## src/nsos_pkg.sv

```systemverilog
// Shared types and constants for the nearest seed owner selector.
// No dependencies; imported by nsos_raster, nearest_seed_owner_select and the testbench.
`timescale 1ns / 1ps
`default_nettype none

package nsos_pkg;

   // fixed field widths of the request and response transfers and of grid_size
   localparam int COORD_FIELD_BITS = 10;
   localparam int OWNER_BITS       = 16;
   localparam int GRID_SIZE_BITS   = 11;

   localparam logic [GRID_SIZE_BITS-1:0] GRID_SIZE_RESET = 11'd256;

   // one candidate slot
   typedef struct packed {
      logic                        slot_valid;
      logic [COORD_FIELD_BITS-1:0] seed_x;
      logic [COORD_FIELD_BITS-1:0] seed_y;
      logic [OWNER_BITS-1:0]       seed_owner;
      logic                        last_slot;
   } nsos_req_type;

   // one result per grid point
   typedef struct packed {
      logic [OWNER_BITS-1:0]       owner;
      logic                        is_default;
      logic [COORD_FIELD_BITS-1:0] point_x;
      logic [COORD_FIELD_BITS-1:0] point_y;
   } nsos_rsp_type;

endpackage

`default_nettype wire

```

## src/nearest_seed_owner_select.sv

```systemverilog
// Top level of the nearest seed owner selector.
// Depends on nsos_pkg and nsos_raster.
`timescale 1ns / 1ps
`default_nettype none

// Takes one candidate slot per clock and picks, for each grid point in raster
// order, the owner of the valid seed at the smallest squared Euclidean
// distance (earlier slot wins a tie). A slot marked last closes the point and
// yields one response; a point with no valid seed reports is_default with
// owner 0. Throughput is one slot per cycle. The first stage forms the two
// squared coordinate differences, the second adds them, compares against the
// running minimum and loads the response register. While a response waits
// under rsp_stall, slots that do not close a point keep flowing; a second
// closing slot is held in the first stage with req_stall high. The user must
// see that grid_size is written through csr_write / csr_wdata only while the
// block is idle; the block does not enforce it. grid_size resets to 256; the
// point counters also wrap at 2^COORD_BITS.

module nearest_seed_owner_select
   import nsos_pkg::*;
#(
   parameter int COORD_BITS = 10
) (
   input  wire logic                      clock,
   input  wire logic                      reset,
   input  wire logic                      req_valid,
   output logic                           req_stall,
   input  wire nsos_req_type              req_payload,
   output logic                           rsp_valid,
   input  wire logic                      rsp_stall,
   output nsos_rsp_type                   rsp_payload,
   input  wire logic                      csr_write,
   input  wire logic [GRID_SIZE_BITS-1:0] csr_wdata
);

   localparam int SQ_BITS   = 2 * COORD_BITS;
   localparam int DIST_BITS = SQ_BITS + 1;

   // grid size register
   logic [GRID_SIZE_BITS-1:0] grid_size_ff;

   always_ff @(posedge clock) begin
      if (reset) begin
         grid_size_ff <= GRID_SIZE_RESET;
      end else if (csr_write) begin
         grid_size_ff <= csr_wdata;
      end
   end

   // handshake control
   logic req_accept;
   logic s1_vld_ff, s1_vld_in;
   logic s1_move;
   logic s1_slot_valid_ff;
   logic s1_last_ff;
   logic rsp_valid_ff, rsp_valid_in;

   assign s1_move    = s1_vld_ff && (!s1_last_ff || !rsp_valid_ff || !rsp_stall);
   assign req_stall  = s1_vld_ff && !s1_move;
   assign req_accept = req_valid && !req_stall;

   // current grid point
   logic [COORD_BITS-1:0] column, row;

   nsos_raster #(
      .COORD_BITS(COORD_BITS)
   ) u_raster (
      .clock    (clock),
      .reset    (reset),
      .advance  (req_accept && req_payload.last_slot),
      .grid_size(grid_size_ff),
      .column   (column),
      .row      (row)
   );

   // stage 1: absolute differences and squares
   logic [COORD_BITS-1:0] seed_x, seed_y, dx, dy;
   logic [SQ_BITS-1:0]    dx_sq_in, dy_sq_in;

   always_comb begin
      seed_x   = COORD_BITS'(req_payload.seed_x);
      seed_y   = COORD_BITS'(req_payload.seed_y);
      dx       = (column >= seed_x) ? column - seed_x : seed_x - column;
      dy       = (row >= seed_y) ? row - seed_y : seed_y - row;
      dx_sq_in = SQ_BITS'(dx) * SQ_BITS'(dx);
      dy_sq_in = SQ_BITS'(dy) * SQ_BITS'(dy);
   end

   logic [SQ_BITS-1:0]    s1_dx_sq_ff, s1_dy_sq_ff;
   logic [OWNER_BITS-1:0] s1_owner_ff;
   logic [COORD_BITS-1:0] s1_px_ff, s1_py_ff;

   always_comb begin
      if (req_accept) begin
         s1_vld_in = 1'b1;
      end else if (s1_move) begin
         s1_vld_in = 1'b0;
      end else begin
         s1_vld_in = s1_vld_ff;
      end
   end

   always_ff @(posedge clock) begin
      if (reset) begin
         s1_vld_ff <= 1'b0;
      end else begin
         s1_vld_ff <= s1_vld_in;
      end
   end

   always_ff @(posedge clock) begin
      if (req_accept) begin
         s1_slot_valid_ff <= req_payload.slot_valid;
         s1_last_ff       <= req_payload.last_slot;
         s1_owner_ff      <= req_payload.seed_owner;
         s1_dx_sq_ff      <= dx_sq_in;
         s1_dy_sq_ff      <= dy_sq_in;
         s1_px_ff         <= column;
         s1_py_ff         <= row;
      end
   end

   // stage 2: distance, running minimum and response
   logic [DIST_BITS-1:0]  seed_dist;
   logic                  take_new;
   logic                  cur_have;
   logic [OWNER_BITS-1:0] cur_owner;

   logic [DIST_BITS-1:0]  best_distance_ff, best_distance_in;
   logic [OWNER_BITS-1:0] best_owner_ff, best_owner_in;
   logic                  have_best_ff, have_best_in;
   nsos_rsp_type          rsp_payload_ff, rsp_payload_in;

   always_comb begin
      seed_dist = DIST_BITS'(s1_dx_sq_ff) + DIST_BITS'(s1_dy_sq_ff);
      take_new  = s1_slot_valid_ff && (!have_best_ff || seed_dist < best_distance_ff);
      cur_have  = have_best_ff || s1_slot_valid_ff;
      cur_owner = take_new ? s1_owner_ff : best_owner_ff;
   end

   always_comb begin
      best_distance_in = best_distance_ff;
      best_owner_in    = best_owner_ff;
      have_best_in     = have_best_ff;
      if (s1_move) begin
         if (s1_last_ff) begin
            best_distance_in = '0;
            best_owner_in    = '0;
            have_best_in     = 1'b0;
         end else if (take_new) begin
            best_distance_in = seed_dist;
            best_owner_in    = s1_owner_ff;
            have_best_in     = 1'b1;
         end
      end
   end

   always_ff @(posedge clock) begin
      if (reset) begin
         best_distance_ff <= '0;
         best_owner_ff    <= '0;
         have_best_ff     <= 1'b0;
      end else begin
         best_distance_ff <= best_distance_in;
         best_owner_ff    <= best_owner_in;
         have_best_ff     <= have_best_in;
      end
   end

   // response register
   always_comb begin
      rsp_payload_in.owner      = cur_have ? cur_owner : '0;
      rsp_payload_in.is_default = !cur_have;
      rsp_payload_in.point_x    = COORD_FIELD_BITS'(s1_px_ff);
      rsp_payload_in.point_y    = COORD_FIELD_BITS'(s1_py_ff);
   end

   always_comb begin
      if (s1_move && s1_last_ff) begin
         rsp_valid_in = 1'b1;
      end else if (!rsp_stall) begin
         rsp_valid_in = 1'b0;
      end else begin
         rsp_valid_in = rsp_valid_ff;
      end
   end

   always_ff @(posedge clock) begin
      if (reset) begin
         rsp_valid_ff <= 1'b0;
      end else begin
         rsp_valid_ff <= rsp_valid_in;
      end
   end

   always_ff @(posedge clock) begin
      if (s1_move && s1_last_ff) begin
         rsp_payload_ff <= rsp_payload_in;
      end
   end

   assign rsp_valid   = rsp_valid_ff;
   assign rsp_payload = rsp_payload_ff;

`ifndef SYNTHESIS
   // a default response never carries an owner
   assert property (@(posedge clock) disable iff (reset)
      rsp_valid && rsp_payload.is_default |-> rsp_payload.owner == '0)
      else $error("default response with nonzero owner");

   // input back-pressure only from a blocked closing slot
   assert property (@(posedge clock) disable iff (reset)
      req_stall |-> s1_vld_ff && s1_last_ff && rsp_valid_ff && rsp_stall)
      else $error("req_stall without a blocked closing slot");

   // closing a point clears the running minimum
   assert property (@(posedge clock) disable iff (reset)
      s1_move && s1_last_ff |=> !have_best_ff)
      else $error("running minimum not cleared after closing slot");

   // closing a point presents a response on the next cycle
   assert property (@(posedge clock) disable iff (reset)
      s1_move && s1_last_ff |=> rsp_valid)
      else $error("closing slot did not produce a response");
`endif

endmodule

`default_nettype wire

```

## src/nsos_raster.sv

```systemverilog
// Raster point counter: column first, then row, wrapping at the grid size
// or at the coordinate range. Depends on nsos_pkg.
`timescale 1ns / 1ps
`default_nettype none

module nsos_raster
   import nsos_pkg::*;
#(
   parameter int COORD_BITS = 10
) (
   input  wire logic                      clock,
   input  wire logic                      reset,
   input  wire logic                      advance,
   input  wire logic [GRID_SIZE_BITS-1:0] grid_size,
   output logic      [COORD_BITS-1:0]     column,
   output logic      [COORD_BITS-1:0]     row
);

   localparam int CMP_BITS = (COORD_BITS + 1 > GRID_SIZE_BITS) ? COORD_BITS + 1
                                                                 : GRID_SIZE_BITS;

   logic [COORD_BITS-1:0] column_ff, column_in;
   logic [COORD_BITS-1:0] row_ff, row_in;
   logic [COORD_BITS:0]   column_inc, row_inc;
   logic                  column_wrap, row_wrap;

   // increment and wrap test, greater-or-equal so a lowered size still wraps
   always_comb begin
      column_inc  = {1'b0, column_ff} + 1'b1;
      row_inc     = {1'b0, row_ff} + 1'b1;
      column_wrap = column_inc[COORD_BITS] ||
                    (CMP_BITS'(column_inc) >= CMP_BITS'(grid_size));
      row_wrap    = row_inc[COORD_BITS] ||
                    (CMP_BITS'(row_inc) >= CMP_BITS'(grid_size));
   end

   // next point
   always_comb begin
      column_in = column_ff;
      row_in    = row_ff;
      if (advance) begin
         if (column_wrap) begin
            column_in = '0;
            row_in    = row_wrap ? '0 : row_inc[COORD_BITS-1:0];
         end else begin
            column_in = column_inc[COORD_BITS-1:0];
         end
      end
   end

   always_ff @(posedge clock) begin
      if (reset) begin
         column_ff <= '0;
         row_ff    <= '0;
      end else begin
         column_ff <= column_in;
         row_ff    <= row_in;
      end
   end

   assign column = column_ff;
   assign row    = row_ff;

endmodule

`default_nettype wire

```

## config.mk

```make
export PLATFORM = sky130hd
export DESIGN_NAME = nearest_seed_owner_select
export DESIGN_NICKNAME = d
export VERILOG_FILES = /design/src/nsos_pkg.sv /design/src/nearest_seed_owner_select.sv /design/src/nsos_raster.sv
export SDC_FILE = /design/constraint.sdc
export NUM_CORES = 1
export LEC_CHECK = 0
export BUFFER_PORTS_ARGS = -buffer_cell sky130_fd_sc_hd__buf_2
export CORE_ASPECT_RATIO = 1.1
export CORE_MARGIN = 4
export CORE_UTILIZATION = 62
export DETAILED_ROUTE_END_ITERATION = 8
export HOLD_SLACK_MARGIN = 0.03
export PLACE_DENSITY = 0.81
export SLEW_MARGIN = 20
export SYNTH_ARGS = -nofsm -noshare
export SYNTH_HDL_FRONTEND = slang
export SYNTH_SLANG_ARGS = --single-unit
```

## constraint.sdc

```tcl
create_clock -name clock -period 10.34 [get_ports clock]
set_input_delay 1.034 -clock clock [delete_from_list [all_inputs] [get_ports clock]]
set_output_delay 1.034 -clock clock [all_outputs]
set_load 0.01 [all_outputs]
```

==> out/results.tsv, run 1 <==
stage	metric	value	unit
layout	num-nets-final	2028	
die	fp.dieW	158	um
logic_synthesis	synthArstFlopShare	0	%
global_routing	gr-usage-all-layers	24.1	%
die	num_rows	60	
global_routing	grt_overflow	0	
clocking	cts_resized	0	
clocking	numCtsBuffers	17	
clocking	cts_root_buf	clkbuf_16	
timing	report.final.hold_viol_count	0	
clocking	cts_buffer_depth	2	
timing	finalSetupTns	0	ns
clocking	path_clk_slew	0.08	ns
critical_path	crit_end	s1_dy_sq_ff[19]$_DFFE_PP_	
critical_path	critPathKind	input pin to flip-flop	
critical_path	r2r-start	u_raster.row[0]$_SDFFE_PP0P_	
global_routing	grt_max_degree	60	
clocking	post_cts_buffers	0	
global_routing	grt_pass1_vias	11600	
logic_synthesis	syn_inst	1595	
logic_synthesis	synth_edf_count	113	
logic_synthesis	ys_ff_latch	184	
drt	drt_iter0_drc	713	
clocking	cts_tree	done	
critical_path	critPathMaxStageDelay	0.54	ns
logic_synthesis	synth_nets	1948	
timing	finalSetupViolCount	0	
layout	final_area	16700	um2
run_status	status	completed	
power	power_density	326	nW/um2
drt	drc	0	
clocking	cts-htree-levels	4	
clocking	clock_latency	0.44	ns
die	coreArea	24500	um2
logic_synthesis	ys.flop_type	edfxtp_1	
layout	layout-drive-gt1-share	11.1	%
logic_synthesis	yosys_warnings	0	
drt	wl_per_cell	16.1	um
die	start_util	62.9	%
critical_path	critPathRequiredTime	10.54	ns
power	ir_worst_vdd	0.000425	V
min_path	hold_path_class	flip-flop to flip-flop	
critical_path	cp-start-kind	input pin	
timing	relSlewSlack	26.6	%
drt	wl	32200	um
timing	min_period_over_period	79.8	%
global_routing	antenna_found_initial	1	
critical_path	cp_slowest_cell	fa_1	
layout	fillCellCount	1871	
layout	syn2layout_area_growth	8.77	%
drt	vias	11300	
critical_path	cp.arrival	8.45	ns
logic_synthesis	ys_seq_area_share	31.3	%
timing	fin_skew	0.0106	ns
place	place.gp.congestion	0.931	
timing	max_clock_freq	0.121	GHz
critical_path	ff2ff_setup_slack	2.26	ns
place	dp_hpwl	25400	um
die	io_pins	93	
logic_synthesis	syn_area_per_cell	9.65	um2
place	portBuffers	92	
clocking	cts_sinks	184	
clocking	cts_hold_buf	0	
power	p_leak	0.00783	uW
place	dpl_cell_area	16100	um2
timing	tightest_slew	1.10	ns
timing	drv_slew	0	
timing	fin_crit	8.25	ns
critical_path	cp-end-kind	flip-flop	
drt	dr.pass1.iters	6	
global_routing	grt_pass1_wl	54200	um
timing	rsz0062_at_grt	no	
drt	ant_nets	0	
critical_path	r2r-end	s1_dy_sq_ff[19]$_DFFE_PP_	
critical_path	rr_worst_depth	31	
run	max-cap-violations	0	
critical_path	startpoint	req_payload[17]	
die	dieArea	27400	um2
critical_path	cp_max_fo	12	
logic_synthesis	netlist_area	15400	um2
drt	viasPerCell	5.64	
die	chipHeight	173	um
critical_path	path_common_cell	fa_1	
logic_synthesis	ys_types	78	
## area by class of cell
type,count,area [um2],area share (%)
clock buffer,18,439,2.62
timing repair buffer,102,548,3.27
clock inverter,14,173,1.03
antenna,1,2.50,0.0149
multi-input combinational,1115,9420,56.3
tap,310,388,2.32
inverter,255,957,5.72
sequential,184,4810,28.8
## cells by family (layout without fill, tap and decap cells)
group / count (synthesis) / count (layout) / synth area share, %
DFF: 184 / 184 / 31.3
AOI/OAI and AO/OA: 254 / 254 / 10.6
xor gates and xnor gates: 96 / 96 / 5.61
and+or+nand+nor: 424 / 424 / 13.0
buffers and inverters: 296 / 389 / 7.57
muxes: 42 / 42 / 2.85
adders and majority gates: 299 / 299 / 29.1
other: 0 / 1 / 0
## critical path: cells and delay by family
family,cells,cell delay [ns]
AND/OR/NAND/NOR,6,0.82
XOR/XNOR,2,0.30
adder cells (fa/ha/maj),8,3.45
buffers and inverters,4,0.46
multiplexers,1,0.31
AO/OA/AOI/OAI,10,2.05
## cell usage after synthesis (4+ instances only)
master | count | area, um2
a211oi_1 | 4 | 30.0
a21o_1 | 37 | 278
a21oi_1 | 114 | 571
a21oi_2 | 7 | 61.3
a31oi_1 | 8 | 50.1
and2_1 | 8 | 50.1
and3_1 | 10 | 62.6
buf_2 | 9 | 45.0
buf_6 | 5 | 56.3
clkbuf_1 | 22 | 82.6
dfxtp_1 | 71 | 1420
edfxtp_1 | 113 | 3390
fa_1 | 98 | 1960
ha_1 | 201 | 2510
inv_1 | 254 | 953
mux2i_1 | 36 | 360
nand2_1 | 121 | 454
nand2b_1 | 29 | 181
nand3_1 | 57 | 285
nand3b_1 | 4 | 30.0
nand4_1 | 15 | 93.8
nor2_1 | 123 | 462
nor2b_1 | 10 | 62.6
nor3_1 | 13 | 65.1
o21ai_0 | 31 | 155
o21ai_1 | 6 | 30.0
o21bai_1 | 17 | 128
or2_2 | 14 | 87.6
xnor2_1 | 73 | 639
xor2_1 | 20 | 175
## where the power goes
group / total (uW) / internal [uW] / switching [uW]
Sequential: 1080 / 1030 / 43.7
Combinational: 3720 / 1610 / 2120
Clock: 659 / 335 / 325
## flip-flops by register name (all words and copies together) (netlist names), 10 cells and up
name	flops
best_distance_ff	21
best_owner_ff	16
grid_size_ff	11
rsp_payload	37
s1_dx_sq_ff	19
s1_dy_sq_ff	19
s1_owner_ff	16
s1_px_ff	10
s1_py_ff	10
u_raster.column	10
u_raster.row	10
## layout by cell type (no fill, tap or decap), drive strengths merged, types with 16 or more instances in the layout
cell type / count
dfxtp: 71
mux2i: 37
or2: 16
clkbuf: 18
nand3: 58
nand2b: 29
buf: 102
inv: 262
xor2: 22
nor2: 124
o21ai: 37
a21oi: 121
nand2: 122
fa: 98
o21bai: 17
xnor2: 74
ha: 201
a21o: 37
edfxtp: 113
## routing by layer
layer | global-route usage [%] | part of all wire (%)
met4 | 8.11 | 2.7
met2 | 41.9 | 51
met5 | 0 | 0
met3 | 3.35 | 3.7
met1 | 30.8 | 42
## through the flow
step	std cells	power [uW]	hold WS (ns)	setup slack [ns]	util (%)
2_1_floorplan	1595	3970	0.400	2.32	-
3_3_place_gp	1965	4640	0.401	1.86	65.8
3_5_place_dp	1965	4750	0.405	1.70	65.8
4_1_cts	1997	5480	0.422	2.15	68.3
5_1_grt	1999	6020	0.428	1.50	68.4
6_report	1999	5460	0.419	2.09	68.4
## how the worst min path moves through the flow
| stage | depth (start not counted) | from | to | slack, ns |
|---|---|---|---|---|
| final | 0 | s1_px_ff[6]$_DFFE_PP_ | rsp_payload[16]$_DFFE_PP_ | 0.42 |
| after global routing | 0 | s1_py_ff[5]$_DFFE_PP_ | rsp_payload[5]$_DFFE_PP_ | 0.43 |
| after CTS | 0 | s1_px_ff[5]$_DFFE_PP_ | rsp_payload[15]$_DFFE_PP_ | 0.42 |
| after detailed placement | 0 | s1_py_ff[6]$_DFFE_PP_ | rsp_payload[6]$_DFFE_PP_ | 0.41 |
| after global placement | 0 | s1_px_ff[1]$_DFFE_PP_ | rsp_payload[11]$_DFFE_PP_ | 0.40 |
| after floorplan | 0 | s1_py_ff[0]$_DFFE_PP_ | rsp_payload[0]$_DFFE_PP_ | 0.40 |
Power figures use the tool's default switching activity.
==> run 2: changes to the inputs <==
--- a/config.mk
+++ b/config.mk
@@ -8,10 +8,10 @@
 export BUFFER_PORTS_ARGS = -buffer_cell sky130_fd_sc_hd__buf_2
 export CORE_ASPECT_RATIO = 1.1
 export CORE_MARGIN = 4
-export CORE_UTILIZATION = 62
+export CORE_UTILIZATION = 57
 export DETAILED_ROUTE_END_ITERATION = 8
 export HOLD_SLACK_MARGIN = 0.03
-export PLACE_DENSITY = 0.81
+export PLACE_DENSITY = 0.78
 export SLEW_MARGIN = 20
 export SYNTH_ARGS = -nofsm -noshare
 export SYNTH_HDL_FRONTEND = slang
==> constraint.sdc (replaced) <==
create_clock -name clock -period 7.2 [get_ports clock]
set_input_delay 0.72 -clock clock [delete_from_list [all_inputs] [get_ports clock]]
set_output_delay 0.72 -clock clock [all_outputs]
set_load 0.01 [all_outputs]
==> out/results.tsv, run 2 (synthesized netlist as in run 1, its figures left out) <==
stage	metric	value	unit	change
drt	dr.pass1.iters	7		+1
die	fp.dieW	165	um	+4.1%
layout	final_cell_count_no_fill	2234		+12%
die	dieArea	29700	um2	+8.3%
critical_path	cp_slowest_cell	fa_1		
layout	syn2layout_area_growth	21.0	%	
global_routing	grt_pass1_vias	12300		+5.8%
critical_path	crit_family	adder cells		
layout	finish.utilization	70.6	%	+2.2 points
clocking	cts_sinks	184		unchanged
die	coreArea	26400	um2	+7.8%
global_routing	grt_max_degree	62		+3.3%
clocking	path_clk_slew	0.07	ns	about the same
timing	drv_slew	0		unchanged
clocking	cts_buffer_depth	2		unchanged
drt	wl_met3	1530	um	+28%
min_path	hold_path_class	flip-flop to flip-flop		
drt	drc	1		+1
die	chipHeight	180	um	+4.1%
global_routing	grt_pass1_wl	58700	um	+8.4%
critical_path	critPathRequiredTime	7.39	ns	-3.15 ns
clocking	cts_tree	done		
place	placed_cells	2196		+12%
timing	fin_crit	7.05	ns	
critical_path	crit_end	s1_dy_sq_ff[19]$_DFFE_PP_		
power	ir_worst_vdd	0.000515	V	+21%
place	dp_hpwl	27800	um	+9.6%
clocking	cts-htree-levels	4		unchanged
critical_path	cp.arrival	7.24	ns	-1.21 ns
die	start_util	58.3	%	-4.5 points
power	p_leak	0.00880	uW	+12%
run	max-cap-violations	0		unchanged
timing	tightest_slew	1.13	ns	+0.0282 ns
place	pre_cts_slack	-0.386	ns	-2.08 ns
drt	wl_per_cell	15.9	um	-1.5%
run_status	violations	DRC		
drt	dr_wl_met2	18300	um	+11%
layout	num-nets-final	2222		+9.6%
clocking	cts_root_buf	clkbuf_16		
layout	largest_reg_flops	37		unchanged
drt	met1_length	15000	um	+10%
layout	multi_input_area	9810	um2	+4.2%
critical_path	critPathKind	input pin to flip-flop		
critical_path	critical_path_depth	32		+3.2%
critical_path	cp_max_fo	6		-6
timing	relSlewSlack	24.5	%	-2.2 points
critical_path	cp-end-kind	flip-flop		
place	portBuffers	92		unchanged
layout	num_antenna_cells	0		-1
drt	top_layer	met4		
critical_path	cp-start-kind	input pin		
layout	fillCellCount	1910		+2.1%
timing	finalSetupViolCount	0		unchanged
place	place.gp.congestion	0.904		-2.9%
drt	drt_iter0_drc	804		+13%
layout	layout-drive-gt1-share	23.6	%	+12 points
timing	fin_ws	0.149	ns	-1.94 ns
critical_path	r2r-start	u_raster.row[0]$_SDFFE_PP0P_		
global_routing	grt_overflow	0		unchanged
timing	report.final.hold_viol_count	0		unchanged
layout	ff_latch_area	4820	um2	about the same
timing	max_clock_freq	0.142	GHz	
global_routing	gr-usage-all-layers	24.0	%	-0.088 points
min_path	worstHoldStart	s1_py_ff[1]$_DFFE_PP_		
power	power_density	501	nW/um2	+54%
die	io_pins	93		unchanged
timing	fin_skew	0.0245	ns	+0.0138 ns
critical_path	cp_num_buf_inv	6		+2
drt	ant_nets	0		unchanged
global_routing	antenna_found_initial	0		-1
critical_path	path_common_cell	fa_1		
run_status	status	finished with violations		
critical_path	startpoint	req_payload[17]		
critical_path	r2r-end	s1_dy_sq_ff[19]$_DFFE_PP_		
critical_path	critPathMaxStageDelay	0.53	ns	about the same
drt	vias	12100		+7.1%
layout	layout_common_cells	inv_1, buf_4, ha_1		
clocking	clock_latency	0.44	ns	about the same
layout	final_common_cell	inv_1		
drt	viasPerCell	5.40		-4.2%
clocking	cts_hold_buf	0		unchanged
critical_path	ff2ff_setup_slack	0.16	ns	-2.10 ns
timing	min_period_over_period	97.9	%	
critical_path	rr_worst_depth	32		+3.2%
die	num_rows	62		+3.3%
clocking	numCtsBuffers	17		unchanged
drt	wl	35500	um	+10%
timing	rsz0062_at_grt	yes		
## run 2: layer usage
metal	vias to the layer above	track usage, %
met5	-	0
met4	0	6.56
met3	51	2.56
met2	329	42.3
met1	5813	31.4
li1	5879	-
## run 2: cell type report
type	instances	share of cell area, %
Tap cell	352	2.37
Clock buffer	18	2.31
Inverter	255	5.14
Clock inverter	14	0.813
Timing Repair Buffer	296	10.8
Multi-Input combinational cell	1115	52.7
Sequential cell	184	25.9
## run 2: through the flow
step	setup TNS [ns]	hold WS [ns]	area, um2	power, uW
floorplan	-0.313	0.400	15500	5900
global placement	-1.94	0.401	17700	7830
detailed placement	-2.78	0.405	17700	8010
CTS	0	0.418	18300	9050
global route	-0.368	0.427	18600	10200
finish	0	0.418	18600	9320
## run 2: power by group
group          internal, uW  leakage [uW]  switching [uW]
sequential             1480       0.00168            62.4
combinational          3360       0.00684            3470
clock                   466      0.000281             477
## run 2: worst min path at each step
stage / to / slack (ns) / cells after the start
2_1_floorplan: rsp_payload[0]$_DFFE_PP_ / 0.40 / 0
3_3_place_gp: rsp_payload[17]$_DFFE_PP_ / 0.40 / 0
3_5_place_dp: rsp_payload[11]$_DFFE_PP_ / 0.40 / 0
4_1_cts: rsp_payload[1]$_DFFE_PP_ / 0.42 / 0
5_1_grt: rsp_payload[16]$_DFFE_PP_ / 0.43 / 0
6_report: rsp_payload[1]$_DFFE_PP_ / 0.42 / 0
## run 2: what timing repair did
action                                  in CTS  in global routing
endpoints found under the hold margin        0                  0
buffers inserted                             0                  6
endpoints found under the setup margin       0                 17
resized for setup                            0                 57
